$ cat src/sv/isb_pkg.sv
// shared constants, types and command/status structs of the interpolating sample buffer
package isb_pkg;

    // sizing of the store and the interpolation
    localparam int MAX_FRAMES    = 1024;
    localparam int FRACTION_BITS = 16;

    // fixed field widths
    localparam int ACTION_W      = 2;
    localparam int INDEX_W       = 10;
    localparam int FRAC_FIELD_W  = 16;
    localparam int SAMPLE_W      = 16;
    localparam int CHANNELS_W    = 2;
    localparam int FRAMES_W      = 11;
    localparam int CFG_IDX_W     = 1;
    localparam int CFG_DATA_W    = 11;

    // derived widths
    localparam int ROW_W     = $clog2(MAX_FRAMES);
    localparam int FRAC_USED = (FRACTION_BITS < FRAC_FIELD_W) ? FRACTION_BITS : FRAC_FIELD_W;
    localparam int PROD_W    = FRAC_USED + SAMPLE_W + 2;
    localparam int ACC_W     = FRACTION_BITS + SAMPLE_W + 3;
    localparam int LIM_MIN_W = $clog2(MAX_FRAMES + 1);
    localparam int LIM_W     = (FRAMES_W > LIM_MIN_W) ? FRAMES_W : LIM_MIN_W;

    // register reset values
    localparam logic [CHANNELS_W-1:0] CHANNELS_RESET = 2'd1;
    localparam logic [FRAMES_W-1:0]   FRAMES_RESET   = 11'd1024;

    // register indexes
    localparam logic [CFG_IDX_W-1:0] CFG_CHANNEL_COUNT = 1'd0;
    localparam logic [CFG_IDX_W-1:0] CFG_FRAMES_IN_USE = 1'd1;

    typedef enum logic [ACTION_W-1:0] {
        ACT_READ  = 2'd0,
        ACT_WRITE = 2'd1,
        ACT_MIX   = 2'd2,
        ACT_CLEAR = 2'd3
    } isb_action_t;

    typedef enum logic [3:0] {
        ST_INIT_SWEEP,
        ST_IDLE,
        ST_DISPATCH,
        ST_SWEEP,
        ST_STORE,
        ST_RD_B,
        ST_CAP_B,
        ST_MUL_L,
        ST_MUL_R,
        ST_FIN_R,
        ST_DONE
    } isb_state_t;

    // commands from the controller to the datapath
    typedef struct packed {
        logic load;
        logic rd_second;
        logic cap_first;
        logic cap_second;
        logic store;
        logic sweep;
        logic mul_en;
        logic mul_right;
        logic fin_en;
        logic fin_right;
        logic out_load;
    } isb_cmd_t;

    // status from the datapath to the controller
    typedef struct packed {
        isb_action_t action;
        logic        err;
        logic        stereo;
        logic        sweep_last;
        logic        out_free;
    } isb_stat_t;

endpackage

$ cat src/sv/isb_ctrl.sv
// controller state machine: sequences sweeps, stores and interpolated reads
module isb_ctrl
    import isb_pkg::*;
(
    input  logic      clk,
    input  logic      rst_n,
    input  logic      in_valid,
    output logic      in_ready,
    input  isb_stat_t stat,
    output isb_cmd_t  cmd
);

    isb_state_t state_reg;
    isb_state_t state_next;

    // state register
    always_ff @(posedge clk or negedge rst_n)
    begin
        if (!rst_n)
        begin
            state_reg <= ST_INIT_SWEEP;
        end
        else
        begin
            state_reg <= state_next;
        end
    end

    // next state and commands
    always_comb
    begin
        state_next = state_reg;
        cmd        = '0;
        in_ready   = 1'b0;
        case (state_reg)
            ST_INIT_SWEEP:
            begin
                cmd.sweep = 1'b1;
                if (stat.sweep_last)
                begin
                    state_next = ST_IDLE;
                end
            end
            ST_IDLE:
            begin
                in_ready = 1'b1;
                if (in_valid)
                begin
                    cmd.load   = 1'b1;
                    state_next = ST_DISPATCH;
                end
            end
            ST_DISPATCH:
            begin
                // first read row is addressed during this cycle
                if (stat.err)
                begin
                    state_next = ST_DONE;
                end
                else
                begin
                    case (stat.action)
                        ACT_CLEAR: state_next = ST_SWEEP;
                        ACT_WRITE: state_next = ST_STORE;
                        ACT_MIX:   state_next = ST_STORE;
                        ACT_READ:  state_next = ST_RD_B;
                        default:   state_next = ST_DONE;
                    endcase
                end
            end
            ST_SWEEP:
            begin
                cmd.sweep = 1'b1;
                if (stat.sweep_last)
                begin
                    state_next = ST_DONE;
                end
            end
            ST_STORE:
            begin
                cmd.store  = 1'b1;
                state_next = ST_DONE;
            end
            ST_RD_B:
            begin
                cmd.cap_first = 1'b1;
                cmd.rd_second = 1'b1;
                state_next    = stat.stereo ? ST_CAP_B : ST_MUL_L;
            end
            ST_CAP_B:
            begin
                cmd.cap_second = 1'b1;
                state_next     = ST_MUL_L;
            end
            ST_MUL_L:
            begin
                cmd.mul_en = 1'b1;
                state_next = ST_MUL_R;
            end
            ST_MUL_R:
            begin
                cmd.fin_en = 1'b1;
                if (stat.stereo)
                begin
                    cmd.mul_en    = 1'b1;
                    cmd.mul_right = 1'b1;
                    state_next    = ST_FIN_R;
                end
                else
                begin
                    state_next = ST_DONE;
                end
            end
            ST_FIN_R:
            begin
                cmd.fin_en    = 1'b1;
                cmd.fin_right = 1'b1;
                state_next    = ST_DONE;
            end
            ST_DONE:
            begin
                if (stat.out_free)
                begin
                    cmd.out_load = 1'b1;
                    state_next   = ST_IDLE;
                end
            end
            default:
            begin
                state_next = ST_IDLE;
            end
        endcase
    end

endmodule

$ cat config.mk
export PLATFORM = sky130hd
export DESIGN_NAME = isb_ctrl
export DESIGN_NICKNAME = d
export VERILOG_FILES = /design/src/sv/isb_pkg.sv /design/src/sv/isb_ctrl.sv
export SDC_FILE = /design/constraint.sdc
export NUM_CORES = 1
export LEC_CHECK = 0
export BUFFER_PORTS_ARGS = -buffer_cell sky130_fd_sc_hd__buf_4
export CAP_MARGIN = 25
export CORE_AREA = 2 2 39 41
export DETAILED_ROUTE_END_ITERATION = 6
export DIE_AREA = 0 0 41 43
export PLACE_DENSITY_LB_ADDON = 0.05
export SKIP_LAST_GASP = 1
export SLEW_MARGIN = 5
export SYNTH_ARGS = -nofsm -noshare
export SYNTH_HDL_FRONTEND = slang
export SYNTH_SLANG_ARGS = --single-unit
$ cat constraint.sdc
create_clock -name clk -period 1.7 [get_ports clk]
set_input_delay 0.34 -clock clk [delete_from_list [all_inputs] [get_ports clk]]
set_output_delay 0.34 -clock clk [all_outputs]
set_load 0.05 [all_outputs]
* After elaboration in Yosys (flattened, before gate mapping)
Index checks and enable logic that the tools add are counted.
** Word-level totals
- Bits in registers :: 4
- Input bits :: 9
- Output and inout bits :: 12
- Word-level logic and storage cells :: 48
** Operators by class
- Equal/unequal tests :: 17
- Muxes and demuxes :: 23
- Reduce and logical (&&, ||, !) cells :: 7
** Operators by type and width (number)
- $pmux 4 s10 :: 1
- $mux 4 :: 5
- $eq 4x3->1 const B :: 4
- $eq 4x4->1 const B :: 3
- $mux 1 :: 12
- $pmux 4 s3 :: 1
- $eq 4x2->1 const B :: 2
- $ne 2x2->1 const B :: 4
- $reduce_or 2->1 :: 4
- $mux 2 :: 3
- $eq 2x2->1 const B :: 2
- $eq 4x1->1 const B :: 1
- $logic_not 4->1 :: 1
- $reduce_and 4->1 :: 1
- $eq 2x1->1 const B :: 1
- $logic_not 2->1 :: 1
- $pmux 1 s2 :: 1

* Longest topological paths before layout
Gate-level depths: netlist (run 1).
- Word-level depth :: 5
- Gate-level depth with buffers :: 5

* Worst setup path after synthesis (run 1)
No wires, ideal clock.
- Path type :: flip-flop to output port
- Start point :: register state_reg[1]
- End point :: output cmd[4] in the netlist's numbering
- Data arrival time :: 2.713 ns
- Data required time :: 1.360 ns
- Setup slack :: -1.353 ns
- Stages on the path, launching flop included :: 4
- Path buffers :: 1
- Cell sequence :: dfrtp_1 > buf_2 > nor4_1 > a41o_1
** RTL lines
- start, declared :: RTL line isb_ctrl.sv:13 : isb_state_t state_reg;
- start signal, assigned :: RTL line isb_ctrl.sv:25 : state_reg <= state_next;
- end, declared :: RTL line isb_ctrl.sv:10 : output isb_cmd_t cmd

==> impl_metrics.tcl, run 1 <==
set metrics [dict create \
    status "finished, violations left" \
    violations "negative setup slack" \
    die-width_um 41 \
    clkSlewWorstSetupHoldPaths_ns 0.04 \
    endpoint_kind "output pin" \
    portBuffers 20 \
    wl_per_cell_um 12.1 \
    dpl_cell_area_um2 703 \
    area_growth_pct 79.0 \
    nets 102 \
    path_max_fanout 5 \
    grt_pass1_vias 547 \
    powerDensity_nw_per_um2 2080 \
    crit_path_max_incr_delay_ns 0.43 \
    ant_nets 0 \
    crit_start "state_reg[0]$_DFFE_PN0P_" \
    rows 14 \
    cp.buffers_inverters 2 \
    synth_ff_type "dfrtp_1" \
    clock-sinks 4 \
    viasPerCell 5.14 \
    start_util_pct 33.2 \
    die_height_um 43 \
    drt_first_pass_iters 4 \
    insertion_delay_ns 0.24 \
    drt_wl_total_um 1290 \
    finalNonFillerCells 106 \
    grt_overflow_total 0 \
    cts-root-buf "clkbuf_4" \
    drive_gt1_share_pct 58.9 \
    grtUsageTotal_pct 18.5 \
    cts_buffer_depth 2 \
    synth_area_um2 459 \
    dieArea_um2 1760 \
    slew_violations 0 \
    synth-seq-area-share_pct 21.8 \
    finalCritPeriodShare_pct 101 \
    r2r_end "state_reg[0]$_DFFE_PN0P_" \
    synth_cell_types 32 \
    final_util_pct 59.4 \
    antenna_found_initial 0 \
    antenna_cells 0 \
    synth_edf_count 0 \
    crit_slowest_cell "dfrtp_2" \
    setup_viol 1 \
    drt_iter0_markers 10 \
    hold_class "primary input to asynchronous set/reset pin" \
    cts_tree "done" \
    critical_path_required_ns 1.36 \
    r2r_start "state_reg[1]$_DFFE_PN0P_" \
    drv_cap 0 \
    ioPinCount 21 \
    design_area_um2 822 \
    synth_nets 70 \
    rsz0062_at_grt "yes" \
    core-area_um2 1380 \
    remaining_drc_errors 0 \
    largest_reg_flops 4 \
    finalHoldViolCount 0 \
    worstSetupPathType "flip-flop to output pin" \
    dp_cells 99 \
    yosys_warnings 0 \
    period_needed_ns 1.71 \
    fin_ws_ns -0.0132 \
    max_slew_margin_pct 81.3 \
    skew_ns 0.00520 \
    nFillCells 134 \
    grt_pass1_wl_um 2210 \
    dp_hpwl_um 1040 \
    vias 545 \
    finalWeightedCongestion 0.781 \
    max_freq_mhz 584 \
    leakage_nw 0.381 \
    grt_max_degree 9 \
    async_reset_ff_share_pct 100 \
    worstPathArrival_ns 1.37 \
    reg2regPathDepth 5 \
    start_kind "flip-flop" \
    path_cells "nand2b_1, buf_4, nor3_2, buf_6" \
    cp_top_family "flip-flops" \
    synth_top_cell_by_area "dfrtp_1" \
    h-tree-depth 1 \
    ys_seq_elements 4 \
    synthTopCellsByArea "dfrtp_1 (22%), nor2_1 (6.5%), nand2b_1 (5.4%)" \
    worst_pin_slew_ns 0.277 \
    irDropWorstVdd_mv 1.07 \
    avgSynthCellArea_um2 7.65 \
    synth_top_area_share_pct 21.8 \
    ff2ff_setup_slack_ns 0.13 \
    cts_buffers 3 \
    syn_inst 60 \
]
-- how the worst max path moves through the flow --
stage,to,slack (ns),depth (start not counted)
after global placement,state_reg[0]$_DFFE_PN0P_,0.14,4
after CTS,cmd[4],-0.01,4
final,cmd[0],-0.01,4
after detailed placement,cmd[4],0.14,4
after floorplan,cmd[4],-0.31,3
after global routing,cmd[0],-0.09,4
-- metrics by stage --
step / setup slack, ns / hold WS, ns / setup TNS, ns / power (mW)
final: -0.0132 / 0.427 / -0.0132 / 1.71
after global routing: -0.0850 / 0.441 / -0.307 / 1.85
after CTS: -0.0109 / 0.425 / -0.0109 / 1.63
after detailed placement: 0.136 / 0.139 / 0 / 1.41
after global placement: 0.136 / 0.139 / 0 / 1.42
after floorplan: -0.312 / 0.0444 / -0.517 / 1.08
-- Yosys cell counts, drive strengths merged (2+ instances only) --
cell / instances
nor3: 5
and2: 2
inv: 6
dfrtp: 4
buf: 5
o21ai: 4
a21oi: 3
nor2: 8
nand2b: 5
-- worst register-to-register path: stages (launching register included) --
cell	delay [ns]
dfrtp_2	0.41
buf_4	0.15
nand2b_1	0.14
o32a_1	0.19
a2bb2oi_2	0.23
mux2_4	0.32
-- what timing repair did --
item | in CTS | in global routing
buffers inserted | 2 | 1
resized for setup | 9 | 10
endpoints found under the hold margin | 4 | 0
setup endpoints to repair | 6 | 8
pin swaps | 1 | 1
hold buffers | 1 | 0
-- routing by layer --
| metal | track usage [%] | share of wire (%) | vias up |
|---|---|---|---|
| met5 | 0 | 0 | - |
| met4 | 8.00 | 1.0 | 0 |
| met3 | 4.71 | 6.6 | 2 |
| met2 | 29.7 | 51 | 23 |
| met1 | 22.1 | 42 | 245 |
| li1 | - | - | 275 |
-- power breakdown --
group | internal (mW) | leakage (nW) | switching, mW | total (mW)
Combinational | 0.624 | 0.321 | 0.752 | 1.38
Clock | 0.0789 | 0.0138 | 0.0384 | 0.117
Sequential | 0.151 | 0.0465 | 0.0637 | 0.214
Total | 0.854 | 0.381 | 0.854 | 1.71
-- cell families after synthesis --
| kind of cell | count (synthesis) | share of synthesized area (%) |
|---|---|---|
| and+or+nand+nor | 26 | 32.2 |
| AOI/OAI and AO/OA | 17 | 27.8 |
| buffers and inverters | 11 | 12.3 |
| muxes | 1 | 3.27 |
| DFF | 4 | 21.8 |
| adders and majority gates | 1 | 2.72 |
-- cells in the final DEF, fill, tap and decap left out, drive strengths merged, types with 2 or more instances in the layout --
cell type / synthesis / layout
buf: 5 / 31
nor2: 8 / 8
inv: 6 / 6
nand2b: 5 / 5
nor3: 5 / 5
o21ai: 4 / 4
dfrtp: 4 / 4
a21oi: 3 / 3
clkbuf: 0 / 3
and2: 2 / 2
-- cell type report --
type	count	area, µm²	area share [%]
multi-input combinational	45	377	45.8
timing repair buffer	32	277	33.6
sequential	4	104	12.6
clock buffer	3	22.5	2.74
inverter	6	22.5	2.74
tap	16	20.0	2.44
Power figures use the tool's default switching activity.
==> run 2, diff against run 1 <==
Settings changed: PLACE_DENSITY_LB_ADDON 0.05 to default.
==> run 2 against run 1 <==
  * The run now ends clean
  * Clock skew up 0.0013 ns
  * Non-clock buffer count up 7
  * Clock power increased by 3%
  * Critical endpoint is now cmd[10]
  * Final cell count rose by 6.6%
  * Register-to-register slack lost 0.12 ns
  * Design area rose by 9.4%
==> impl_metrics.tcl, run 2 (same netlist as run 1, synthesis figures left out) <==
set metrics [dict create \
    portBuffers 20 \
    met1_usage_pct 22.5 \
    drive_gt1_share_pct 61.9 \
    cts-root-buf "clkbuf_4" \
    area_growth_pct 95.9 \
    ioPinCount 21 \
    die_height_um 43 \
    max_freq_mhz 589 \
    grtUsageTotal_pct 19.3 \
    critical_path_required_ns 1.36 \
    fin_hold_ws_ns 0.424 \
    fin_ws_ns 0.00102 \
    ff2ff_setup_slack_ns 0.01 \
    reg2regPathDepth 5 \
    r2r_start "state_reg[3]$_DFFE_PN0P_" \
    rows 14 \
    cts_buffer_depth 2 \
    leakage_nw 0.430 \
    nets 109 \
    grt_max_degree 15 \
    remaining_drc_errors 0 \
    setup_viol 0 \
    finalCritPeriodShare_pct 99.9 \
    r2r_end "state_reg[0]$_DFFE_PN0P_" \
    finalWeightedCongestion 0.752 \
    layout_common_cells "buf_4 (30), nor2_1 (6), buf_6 (6)" \
    crit_end "cmd[10]" \
    total_power_mw 1.90 \
    layout_commonest_cell "buf_4" \
    crit_start "state_reg[1]$_DFFE_PN0P_" \
    start_util_pct 33.2 \
    antenna_found_initial 0 \
    dpl_cell_area_um2 696 \
    met3_usage_pct 7.33 \
    core-area_um2 1380 \
    dieArea_um2 1760 \
    met2_usage_pct 29.7 \
    cts_buffers 3 \
    final_util_pct 65.0 \
    design_area_um2 900 \
    period_needed_ns 1.70 \
    worstSetupPathType "flip-flop to output pin" \
    vias 575 \
    drt_iter0_markers 5 \
    irDropWorstVdd_mv 1.26 \
    path_max_fanout 6 \
    dp_hpwl_um 986 \
    endpoint_kind "output pin" \
    worst_pin_slew_ns 0.286 \
    drt_wl_total_um 1480 \
    drt_first_pass_iters 4 \
    clock-sinks 4 \
    die-width_um 41 \
    viasPerCell 5.09 \
    grt_pass1_wl_um 2240 \
    status "finished, final reports clean" \
    powerDensity_nw_per_um2 2110 \
    rsz0062_at_grt "yes" \
    max_slew_margin_pct 80.7 \
    grt_overflow_total 0 \
    start_kind "flip-flop" \
    cts_tree "done" \
    ant_nets 0 \
    finalHoldViolCount 0 \
    wl_per_cell_um 13.1 \
    h-tree-depth 1 \
    slew_violations 0 \
    skew_ns 0.00654 \
    worstPathArrival_ns 1.36 \
    insertion_delay_ns 0.24 \
    clkSlewWorstSetupHoldPaths_ns 0.04 \
    grt_pass1_vias 548 \
    hold_class "primary input to flip-flop" \
    largest_reg_flops 4 \
    antenna_cells 0 \
    dpl_worst_slack_ns 0.0974 \
    drv_cap 0 \
    grt_busiest_layer "met2" \
]
[run 2: power breakdown]
group	internal [mW]	total (mW)	switching (mW)	leakage, nW
registers	0.151	0.236	0.0854	0.0465
logic	0.746	1.54	0.797	0.370
clock network	0.0791	0.121	0.0415	0.0138
total	0.976	1.90	0.924	0.430
[run 2: final cells by class]
type | count | area, µm²
Clock buffer | 3 | 22.5
Fill cell | 127 | 484
Multi-Input combinational cell | 45 | 398
Inverter | 6 | 22.5
Sequential cell | 4 | 104
Timing Repair Buffer | 39 | 333
Tap cell | 16 | 20.0
[run 2: worst min-delay path by stage]
stage / from / end / slack [ns] / cells past startpoint
final: stat[0] / state_reg[3]$_DFFE_PN0P_ / 0.42 / 3
after global routing: rst_n / state_reg[1]$_DFFE_PN0P_ / 0.44 / 2
after CTS: stat[0] / state_reg[3]$_DFFE_PN0P_ / 0.41 / 3
after detailed placement: rst_n / state_reg[0]$_DFFE_PN0P_ / 0.14 / 1
after global placement: rst_n / state_reg[1]$_DFFE_PN0P_ / 0.14 / 1
after floorplan: rst_n / state_reg[0]$_DFFE_PN0P_ / 0.04 / 0
[run 2: through the flow]
stage / setup TNS (ns) / cells
4_1_cts: -0.0226 / 108
5_1_grt: -0.162 / 113
2_1_floorplan: -0.517 / 60
6_report: 0 / 113
3_5_place_dp: 0 / 98
3_3_place_gp: 0 / 98
[run 2: worst max-delay path, cell delays in order, from the launching register on]
cell      delay [ns]
dfrtp_2         0.46
nand2b_4        0.19
nor3_4          0.17
and2_4          0.17
buf_8           0.14
[run 2: layer usage]
metal,share of wire (%),up-vias
met1,40,264
met4,0.74,0
met2,52,21
li1,-,288
met5,0,-
met3,6.6,2
[run 2: repair_timing]
item                                    in CTS  in global routing
setup buffers                                6                  5
hold endpoints to repair                     4                  0
resized for setup                           12                 11
pin swaps                                    1                  1
hold buffers                                 1                  0
endpoints found under the setup margin       9                  8
